File: config.mk
export PLATFORM = sky130hd
export DESIGN_NAME = pl0_ctrl
export DESIGN_NICKNAME = d
export VERILOG_FILES = /design/src/sv/pl0_pkg.sv /design/src/sv/pl0_ctrl.sv
export VERILOG_INCLUDE_DIRS = /design/src /design/src/sv
export SDC_FILE = /design/constraint.sdc
export NUM_CORES = 1
export LEC_CHECK = 0
export BUFFER_PORTS_ARGS = -buffer_cell sky130_fd_sc_hd__buf_2
export CAP_MARGIN = 30
export CORE_AREA = 5 5 42 44
export CTS_CLUSTER_DIAMETER = 30
export DETAILED_ROUTE_END_ITERATION = 8
export DIE_AREA = 0 0 47 49
export PLACE_DENSITY = 0.7
export SLEW_MARGIN = 25
export SYNTH_ARGS = -nofsm -noshare
export SYNTH_HDL_FRONTEND = slang
export SYNTH_SLANG_ARGS = --single-unit
File: constraint.sdc
create_clock -name clk -period 2 [get_ports clk]
set_clock_uncertainty 0.15 [all_clocks]
set_input_delay 0.2 -clock clk [delete_from_list [all_inputs] [get_ports clk]]
set_output_delay 0.2 -clock clk [all_outputs]
set_load 0.02 [all_outputs]
File: src/sv/pl0_pcode_stack_machine_defines.svh
// ----------------------------------------------------------------------------
// PL/0 p-code stack machine: assertion macros
// Assertion macros for the RTL files of the stack machine (used by the controller).
// ----------------------------------------------------------------------------
`ifndef PL0_PCODE_STACK_MACHINE_DEFINES_SVH
`define PL0_PCODE_STACK_MACHINE_DEFINES_SVH

// Assertion checked on the rising clock edge, switched off while reset is low.
`define PL0_ASSERT(lbl, clk, rstn, prop, msg) \
  lbl: assert property (@(posedge clk) disable iff (!rstn) prop) else $error(msg);

// Assertion checked on every rising clock edge, reset included.
`define PL0_ASSERT_ALWAYS(lbl, clk, prop, msg) \
  lbl: assert property (@(posedge clk) prop) else $error(msg);

`endif

File: src/sv/pl0_pkg.sv
// ----------------------------------------------------------------------------
// PL/0 p-code stack machine package
// Types, codes and constants shared by the controller and the datapath.
// ----------------------------------------------------------------------------
package pl0_pkg;

  localparam int STACK_DEPTH_DEF = 512;
  localparam int MAX_LEVEL_DEF   = 31;
  localparam int CODE_DEPTH      = 256;
  localparam int PC_W            = $clog2(CODE_DEPTH);
  localparam int DATA_W          = 32;

  // Instruction opcodes.
  typedef enum logic [2:0] {
    OP_LIT = 3'd0,
    OP_OPR = 3'd1,
    OP_LOD = 3'd2,
    OP_STO = 3'd3,
    OP_CAL = 3'd4,
    OP_INT = 3'd5,
    OP_JMP = 3'd6,
    OP_JPC = 3'd7
  } opcode_t;

  // OPR subcodes.
  localparam logic [DATA_W-1:0] SUB_RET   = 32'd0;
  localparam logic [DATA_W-1:0] SUB_NEG   = 32'd1;
  localparam logic [DATA_W-1:0] SUB_ADD   = 32'd2;
  localparam logic [DATA_W-1:0] SUB_SUB   = 32'd3;
  localparam logic [DATA_W-1:0] SUB_MUL   = 32'd4;
  localparam logic [DATA_W-1:0] SUB_DIV   = 32'd5;
  localparam logic [DATA_W-1:0] SUB_ODD   = 32'd6;
  localparam logic [DATA_W-1:0] SUB_EQ    = 32'd8;
  localparam logic [DATA_W-1:0] SUB_NE    = 32'd9;
  localparam logic [DATA_W-1:0] SUB_LT    = 32'd10;
  localparam logic [DATA_W-1:0] SUB_GE    = 32'd11;
  localparam logic [DATA_W-1:0] SUB_GT    = 32'd12;
  localparam logic [DATA_W-1:0] SUB_LE    = 32'd13;
  localparam logic [DATA_W-1:0] SUB_WRITE = 32'd14;
  localparam logic [DATA_W-1:0] SUB_NL    = 32'd15;

  // Fault codes.
  typedef enum logic [1:0] {
    FLT_NONE     = 2'd0,
    FLT_DIV_ZERO = 2'd1,
    FLT_STACK    = 2'd2
  } fault_t;

  // Input item.
  typedef struct packed {
    logic [2:0]               opcode;
    logic [4:0]               level;
    logic signed [DATA_W-1:0] operand;
  } in_item_t;

  // Result item.
  typedef struct packed {
    logic [PC_W-1:0]          next_pc;
    logic                     halted;
    logic                     print_valid;
    logic signed [DATA_W-1:0] print_value;
    logic                     print_newline;
    logic [1:0]               fault;
  } out_item_t;

  // Controller states.
  typedef enum logic [3:0] {
    S_CLEAR,
    S_IDLE,
    S_PREP,
    S_CHAIN_RD,
    S_CHAIN_WB,
    S_RD_A,
    S_RD_B,
    S_CAPB,
    S_EXEC,
    S_CAL2,
    S_CAL3,
    S_DIV,
    S_DIV_WB,
    S_DONE
  } ctrl_state_t;

  // Datapath commands.
  typedef enum logic [3:0] {
    CMD_NONE,
    CMD_CLEAR,
    CMD_LOAD,
    CMD_PREP,
    CMD_CHAIN_RD,
    CMD_CHAIN_WB,
    CMD_RD_A,
    CMD_RD_B,
    CMD_CAPB,
    CMD_EXEC,
    CMD_CAL2,
    CMD_CAL3,
    CMD_DIV_WB,
    CMD_RESULT
  } dp_cmd_t;

  // Datapath status toward the controller.
  typedef struct packed {
    logic clear_last;
    logic chain_done;
    logic need_chain;
    logic need_rd_a;
    logic need_rd_b;
    logic is_cal;
    logic div_start;
    logic div_done;
    logic out_free;
  } dp_status_t;

endpackage

File: src/sv/pl0_ctrl.sv
// ----------------------------------------------------------------------------
// PL/0 controller
// Sequences the clearing pass and the steps of each instruction.
// ----------------------------------------------------------------------------
`include "pl0_pcode_stack_machine_defines.svh"

module pl0_ctrl (
  input  logic                clk,
  input  logic                rst_n,
  input  logic                in_valid,
  output logic                in_ready,
  input  pl0_pkg::dp_status_t status,
  output pl0_pkg::dp_cmd_t    cmd
);
  import pl0_pkg::*;

  ctrl_state_t state_r, state_nxt;

  // State register.
  always_ff @(posedge clk) begin
    if (!rst_n) begin
      state_r <= S_CLEAR;
    end else begin
      state_r <= state_nxt;
    end
  end

  // Next-state logic.
  always_comb begin
    state_nxt = state_r;
    unique case (state_r)
      S_CLEAR:    if (status.clear_last) state_nxt = S_IDLE;
      S_IDLE:     if (in_valid) state_nxt = S_PREP;
      S_PREP: begin
        priority if (status.need_chain) state_nxt = S_CHAIN_RD;
        else if (status.need_rd_a)     state_nxt = S_RD_A;
        else                           state_nxt = S_EXEC;
      end
      S_CHAIN_RD: begin
        priority if (!status.chain_done) state_nxt = S_CHAIN_WB;
        else if (status.need_rd_a)      state_nxt = S_RD_A;
        else                            state_nxt = S_EXEC;
      end
      S_CHAIN_WB: state_nxt = S_CHAIN_RD;
      S_RD_A:     state_nxt = S_RD_B;
      S_RD_B:     state_nxt = status.need_rd_b ? S_CAPB : S_EXEC;
      S_CAPB:     state_nxt = S_EXEC;
      S_EXEC: begin
        priority if (status.is_cal) state_nxt = S_CAL2;
        else if (status.div_start) state_nxt = S_DIV;
        else                       state_nxt = S_DONE;
      end
      S_CAL2:     state_nxt = S_CAL3;
      S_CAL3:     state_nxt = S_DONE;
      S_DIV:      if (status.div_done) state_nxt = S_DIV_WB;
      S_DIV_WB:   state_nxt = S_DONE;
      S_DONE:     if (status.out_free) state_nxt = S_IDLE;
      default:    state_nxt = S_CLEAR;
    endcase
  end

  // Command outputs.
  always_comb begin
    in_ready = 1'b0;
    cmd      = CMD_NONE;
    unique case (state_r)
      S_CLEAR:    cmd = CMD_CLEAR;
      S_IDLE: begin
        in_ready = 1'b1;
        cmd      = in_valid ? CMD_LOAD : CMD_NONE;
      end
      S_PREP:     cmd = CMD_PREP;
      S_CHAIN_RD: cmd = status.chain_done ? CMD_NONE : CMD_CHAIN_RD;
      S_CHAIN_WB: cmd = CMD_CHAIN_WB;
      S_RD_A:     cmd = CMD_RD_A;
      S_RD_B:     cmd = CMD_RD_B;
      S_CAPB:     cmd = CMD_CAPB;
      S_EXEC:     cmd = CMD_EXEC;
      S_CAL2:     cmd = CMD_CAL2;
      S_CAL3:     cmd = CMD_CAL3;
      S_DIV:      cmd = CMD_NONE;
      S_DIV_WB:   cmd = CMD_DIV_WB;
      S_DONE:     cmd = status.out_free ? CMD_RESULT : CMD_NONE;
      default:    cmd = CMD_NONE;
    endcase
  end

  // An accepted item always starts with the preparation step.
  `PL0_ASSERT(a_accept_prep, clk, rst_n, (in_valid && in_ready) |=> (state_r == S_PREP), "accept did not lead to prep")
  // A result is only loaded when the output register can take it.
  `PL0_ASSERT(a_result_free, clk, rst_n, (cmd == CMD_RESULT) |-> status.out_free, "result loaded into a busy output register")
  // The divider only finishes while the controller waits for it.
  `PL0_ASSERT(a_div_state, clk, rst_n, status.div_done |-> (state_r == S_DIV), "divider finished outside its wait state")
  // The clearing pass runs to the last entry before the block takes items.
  `PL0_ASSERT(a_clear_hold, clk, rst_n, (state_r == S_CLEAR && !status.clear_last) |=> (state_r == S_CLEAR), "clearing pass left early")

endmodule

# --- After elaboration in Yosys (flattened, before gate mapping) ---
# Index checks and enable logic that the tools add are counted.
classes:
  add_sub_neg: 0
  multipliers: 0
  n_div: 0
  n_lt_le_gt_ge: 0
  n_eq_ne: 17
  n_shift: 0
  n_mux: 16
  n_bitwise: 0
  reduce_logical: 3
ops:
  columns: ["operator", "n"]
  rows:
  - ["4-bit case mux with 13 select lines", 2]
  - ["4-bit two-way mux", 9]
  - ["4-bit == test, second input constant", 6]
  - ["4-bit by 3-bit == test with 1-bit output, second input constant", 4]
  - ["3-bit two-way mux", 3]
  - ["4-bit by 2-bit == test with 1-bit output, second input constant", 2]
  - ["2-bit != test, second input constant", 4]
  - ["4-bit by 1-bit == test with 1-bit output, second input constant", 1]
  - ["4-bit zero test", 1]
  - ["4-bit AND reduction", 1]
  - ["2-bit two-way mux", 1]
  - ["2-bit OR reduction", 1]
  - ["1-bit two-way mux", 1]
word_totals:
  ff_bits: 4
  latchBits: 0
  mem_bits_rw: 0
  mem_bits_ro: 0
  inputBits: 12
  out_inout_bits: 5
  wordCells: 37
  memories: 0

# --- Longest topological paths before layout ---
# Gate-level depths: netlist of the first run.
logic_depth:
  depth_word: 3
  mapped_depth: 6
  mapped_depth_nobuf: 4

# --- Worst setup path before layout of the first run ---
# No wires, ideal clock.
synth_path:
  path_type: "reg2out"
  from: "register state_r[2]"
  to: "output cmd[2]"
  arrival_time_ns: 1.449
  path_slack_ns: 0.201
  path_stages_with_launch: 4
  path_buffers: 2
  path_cell_list: "dfxtp_1 > buf_2 > buf_2 > o41ai_1"
synth_between:
  elab_chain_cells: 2
synth_rtl:
  columns: ["item", "line", "rtl"]
  rows:
  - ["from (decl)", "pl0_ctrl.sv:17", "ctrl_state_t state_r, state_nxt;"]
  - ["from (signal assigned)", "pl0_ctrl.sv:24", "state_r <= state_nxt;"]
  - ["4-bit == test (tied with other cells)", "pl0_ctrl.sv:66", "unique case (state_r)"]
  - ["4-bit case mux with 13 select lines (*)", "pl0_ctrl.sv:66", null]
  - ["to (decl)", "pl0_ctrl.sv:13", "output pl0_pkg::dp_cmd_t cmd"]
# Mark *: on every way between the ends. The rest lies on a longest branch, timed or not.

# --- Final worst setup path of the first run ---
layout_path:
  from: "register state_r[0]"
  to: "output in_ready"
layout_between:
  elab_chain_cells: 2
layout_rtl:
  columns: ["item", "line", "rtl"]
  rows:
  - ["4-bit by 1-bit == test with 1-bit output", "pl0_ctrl.sv:66", null]
  - ["1-bit two-way mux", "pl0_ctrl.sv:66", null]
  - ["to (decl)", "pl0_ctrl.sv:11", "output logic in_ready,"]
# No other way between the ends.

==> results of run 1 <==
[worst paths after layout]
check	from	to	slack, ns	cells past startpoint
worst min register to register	state_r[0]$_SDFFE_PN0P_	state_r[0]$_SDFFE_PN0P_	0.45	1
worst min-delay path	rst_n	state_r[1]$_SDFFE_PN0P_	0.12	3
worst max-delay path	state_r[0]$_SDFFE_PN0P_	in_ready	0.23	3
worst max register to register	state_r[0]$_SDFFE_PN0P_	state_r[3]$_SDFFE_PN0P_	0.39	5
[logic make-up after synthesis]
| family | share of synthesized area, % |
|---|---|
| and+or+nand+nor | 35.9 |
| muxes | 1.76 |
| DFF | 14.1 |
| buffers and inverters | 12.6 |
| AOI/OAI and AO/OA | 35.7 |
[cells in the final DEF (no fill, tap or decap), types with 3 or more instances in the layout]
cell type and n:
nor2_1 4, nor3_1 4, o21ai_0 5, buf_2 16, inv_1 3, nand3_1 3
clkbuf_4 3, dfxtp_2 4, a21oi_1 5
[per-stage QoR]
step           cell area (sq um)  util [%]
3_5_place_dp                 616      43.9
4_1_cts                      638      45.5
6_report                     643      45.9
2_1_floorplan                568         -
5_1_grt                      643      45.9
3_3_place_gp                 616      43.9
[what timing repair did]
action                                 4_1_cts  5_1_grt
endpoints found under the hold margin        0        0
setup endpoints to repair                    0        5
resized for setup                            0        4
[power by group through the flow]
stage / clock (mW) / sequential, mW / combinational (mW)
after global placement: 0 / 0.203 / 0.389
after global routing: 0.119 / 0.218 / 0.435
after CTS: 0.105 / 0.202 / 0.398
final: 0.104 / 0.209 / 0.395
after floorplan: 0 / 0.111 / 0.421
after detailed placement: 0 / 0.203 / 0.396
[layer usage]
metal  GRT usage, %  up-vias  wire length [um]
li1               -      308                 -
met1           18.6      269               646
met2           19.7       14               700
met3           1.48        2                74
met4           4.15        0                 8
met5              0        -                 0
[area by class of cell]
class | count | area (sq um) | area share, %
clock buffers | 3 | 22.5 | 3.50
flip-flops and latches | 4 | 85.1 | 13.2
inverters | 3 | 11.3 | 1.75
multi-input cells | 59 | 417 | 64.8
repair buffers | 17 | 87.6 | 13.6
well taps | 16 | 20.0 | 3.11
[worst min-delay path: stages]
cell and delay (ns):
buf_2 0.12, nand3b_1 0.10, o21ai_2 0.06
==> out/metrics.cfg, run 1 <==
[floorplan]
initial_core_util_pct = 40.5
die_area_sq_um = 2300
fp.coreArea_sq_um = 1400
die_height_um = 49
core.rowCount = 14
pin_count = 17
fp.dieW_um = 47

[cts]
clk_latency_ns = 0.24
numCtsBuffers = 3
cts_tree = built
cts_root_buf = clkbuf_4
ctsHoldBuffers = 0
cts.reportedPaths.clkPinSlew_ns = 0.04
htree_levels = 1
cts.path.max_buffers = 2
numClockSinks = 4
post_cts_buffers = 0

[synthesis]
ys_seq_elements = 4
synth_area_leaders = dfxtp_1 14%, a21oi_1 4.4%, o21ai_0 4.4%
async_flop_share_pct = 0
synthesis.area_sq_um = 568
netlist.area_leader.share_pct = 14.1
syn_inst = 74
seq_area_frac_synth_pct = 14.1
yosysWarnings = 0
synth_top_area_cell = dfxtp_1
synth_edf_count = 0
synth_nets = 86
ys_top_cells_by_count = 5 x a21oi_1, 5 x o21ai_0, 4 x dfxtp_1, 4 x nor2_1, 4 x nor3_1
syn_avg_cell_area_sq_um = 7.68
ys.flop_type = dfxtp_1
yosysUniqueCellTypes = 40

[hold_path]
hp-class = primary input to register

[layout]
drive_above_1_share_pct = 38.4
area_growth_pct = 13.2
n_antenna_cell = 0
num-fill-cells = 159
top_register = state_r
largestRegisters = state_r (4)
largest_reg_flops = 4
fin_cells = 102
final_nets = 100

[route]
wl_um = 1430
drcViolationCount = 0
drtIter0Drc = 6
drtPass1Iterations = 4
vias_per_cell = 5.81
wl_per_cell_um = 14.0
ant_nets = 0
vias = 593

[worst_setup_path]
path_cells = nor2b_2, nor3b_1, buf_2
endpoint_kind = output port
startpoint_type = register
worst-setup-path-type = register to output port
max_stage_delay_ns = 0.48
crit_required_ns = 1.65
cp_max_fo = 16
critPathArrivalTime_ns = 1.42
cp_slowest_cell = dfxtp_2
path_delay_family = simple AND/OR/NAND/NOR gates
critical_path_buf_inv_count = 1

[timing]
setup_viol = 0
post-route-min-period_ns = 1.77
worst_pin_slew_ns = 0.345
fin_hold_ws_ns = 0.123
max_freq_mhz = 564
hold_viol = 0
fin_ws_ns = 0.228
rsz0062_at_grt = false
slew_headroom_pct = 77.0
period_share_pct = 88.6
final_max_slew_viol_count = 0
fin_tns_setup_ns = 0

[global_routing]
grt_pass1_wl_um = 2300
grt_util_all_layers_pct = 13.0
antenna_found_initial = 0
grt_max_degree = 21
grt_pass1_vias = 552
grt_overflow = 0

[place]
pre_cts_ws_ns = 0.221
gp_congestion = 0.756
port_buffers = 16
dpl.hpwl_um = 1060
placed_cells = 99

[power]
power_frac_comb_pct = 55.8
p_leak_nw = 0.245
power.density_nw_per_um2 = 1100
clkPwrFrac_pct = 14.6
power.total_mw = 0.707
switchingPower_mw = 0.353
internal_power_mw = 0.354
seq_power_share_pct = 29.5
ir_worst_vdd_v = 0.000552
swShare_pct = 50.0

[job]
drv_cap = 0

[run_status]
status = finished, final reports clean

No activity file was read; power rests on OpenSTA's default activity.
==> run 2, diff against run 1 <==
Settings changed: PLACE_DENSITY 0.7 to 0.78.
==> run 2 against run 1 <==
Compared with the run above: worst setup slack worse by 0.0049 ns; register-to-register slack worse by 0.05 ns; first-iteration DRC count rose by 130%; highest routed layer unchanged; die area did not move; global-route usage fell by 0.052 points; hold slack worse by 0.029 ns; clock-buffer cell count unchanged.
==> out/metrics.cfg, run 2 (same netlist as run 1, synthesis figures left out) <==
[run_status]
status = finished, final reports clean

[cts]
cts_root_buf = clkbuf_4
ctsHoldBuffers = 0  ; unchanged
cts.path.max_buffers = 2  ; unchanged
clk_latency_ns = 0.25  ; about the same
cts.reportedPaths.clkPinSlew_ns = 0.05  ; about the same
cts_tree = built
numCtsBuffers = 3  ; unchanged
numClockSinks = 4  ; unchanged
htree_levels = 1  ; unchanged

[hold_path]
hp-class = primary input to register
min_to = state_r[1]$_SDFFE_PN0P_
worstHoldStart = rst_n
min_path_cells = 3  ; unchanged

[floorplan]
pin_count = 17  ; unchanged
fp.dieW_um = 47  ; unchanged
die_height_um = 49  ; unchanged
fp.coreArea_sq_um = 1400  ; unchanged
initial_core_util_pct = 40.5  ; unchanged
die_area_sq_um = 2300  ; unchanged
core.rowCount = 14  ; unchanged

[layout]
final_common_cell = buf_2
area_growth_pct = 15.6
final_cell_area_sq_um = 657  ; +2.1%
largestRegisters = state_r (4)
fin_util_pct = 46.9  ; +0.98 points
drive_above_1_share_pct = 38.6  ; +0.26 points
n_antenna_cell = 0  ; unchanged
fin_cells = 104  ; +2.0%
final_cell_mix = 16 x buf_2, 5 x a21oi_1, 5 x o21ai_0
largest_reg_flops = 4  ; unchanged
final_nets = 102  ; +2.0%
top_register = state_r

[power]
p_leak_nw = 0.255  ; +4.2%
power.total_mw = 0.726  ; +2.6%
power.density_nw_per_um2 = 1110  ; +0.50%
ir_worst_vdd_v = 0.000667  ; +21%

[route]
vias = 626  ; +5.6%
drtPass1Iterations = 4  ; unchanged
wl_per_cell_um = 13.3  ; -5.2%
ant_nets = 0  ; unchanged
drtIter0Drc = 14  ; +8
wl_um = 1380  ; -3.4%
vias_per_cell = 6.02  ; +3.5%
drcViolationCount = 0  ; unchanged

[timing]
final_max_slew_viol_count = 0  ; unchanged
period_share_pct = 88.9  ; +0.24 points
fin_tns_setup_ns = 0  ; unchanged
fin_hold_ws_ns = 0.0934  ; -0.0291 ns
worst_pin_slew_ns = 0.345  ; +0.0000256 ns
max_freq_mhz = 563  ; -0.28%
fin_ws_ns = 0.223  ; -0.00489 ns
rsz0062_at_grt = false
slew_headroom_pct = 77.0  ; about the same
post-route-min-period_ns = 1.78  ; +0.00489 ns
setup_viol = 0  ; unchanged
hold_viol = 0  ; unchanged

[global_routing]
antenna_found_initial = 0  ; unchanged
grt_max_degree = 21  ; unchanged
grt_pass1_wl_um = 2240  ; -2.4%
grt_pass1_vias = 549  ; -0.54%
grt_overflow = 0  ; unchanged
grt_util_all_layers_pct = 12.9  ; -0.052 points

[place]
placed_cells = 101  ; +2.0%
gp_congestion = 0.871  ; +15%
dpl.hpwl_um = 1020  ; -4.0%
port_buffers = 16  ; unchanged
place_area_sq_um = 631  ; +2.4%
pre_cts_ws_ns = 0.163  ; -0.0581 ns

[worst_setup_path]
endpoint_kind = output port
critPathLaunch = state_r[0]$_SDFFE_PN0P_
r2r-start = state_r[0]$_SDFFE_PN0P_
cp_max_fo = 12  ; -4
critPathArrivalTime_ns = 1.43  ; about the same
worst_r2r_path_depth = 5  ; unchanged
r2r_end = state_r[3]$_SDFFE_PN0P_
worst-r2r-setup-slack_ns = 0.34  ; -0.05 ns
worst-setup-path-type = register to output port
startpoint_type = register
crit_required_ns = 1.65  ; about the same

[job]
drv_cap = 0  ; unchanged

==> run 2: changes by cell type in the layout (fill, tap and decap cells not counted) <==
cell | previous run | this run
dfxtp_2 | 4 | 3
buf_4 | 1 | 3
dfxtp_1 | 0 | 1
==> run 2: cell type report <==
type	instances	area, sq um
Clock buffer	3	22.5
Fill cell	150	744
Inverter	3	11.3
Multi-Input combinational cell	59	417
Sequential cell	4	83.8
Tap cell	16	20.0
Timing Repair Buffer	19	103
==> run 2: power breakdown <==
group	leakage, nW	switching (mW)	total [mW]	internal (mW)
clock network	0.0138	0.0461	0.114	0.0680
registers	0.0341	0.0879	0.193	0.105
logic	0.207	0.228	0.419	0.191
total	0.255	0.362	0.726	0.364
==> run 2: worst max-delay path, cell delays in order (launching register included) <==
cell     delay (ns)
dfxtp_1        0.51
nor2b_2        0.29
nor3b_1        0.19
buf_2          0.19
==> run 2: how the worst max path moves through the flow <==
stage | to | slack [ns] | cells after the start
floorplan | cmd[2] | 0.20 | 3
global placement | state_r[3]$_SDFFE_PN0P_ | 0.17 | 4
detailed placement | state_r[3]$_SDFFE_PN0P_ | 0.16 | 4
CTS | cmd[1] | 0.02 | 4
global route | cmd[0] | 0.11 | 4
finish | in_ready | 0.22 | 3
==> run 2: timing repair <==
action | in CTS | in global routing
hold endpoints to repair | 0 | 0
setup buffers | 0 | 0
setup endpoints to repair | 0 | 4
resized for setup | 0 | 3
==> run 2: per-layer routing <==
layer  vias to the layer above  global-route usage [%]  wire [um]
met5                         -                       0          0
met4                         0                    7.37         43
met3                         6                    2.21        107
met2                        24                    19.5        648
met1                       280                    16.7        581
li1                        316                       -          -
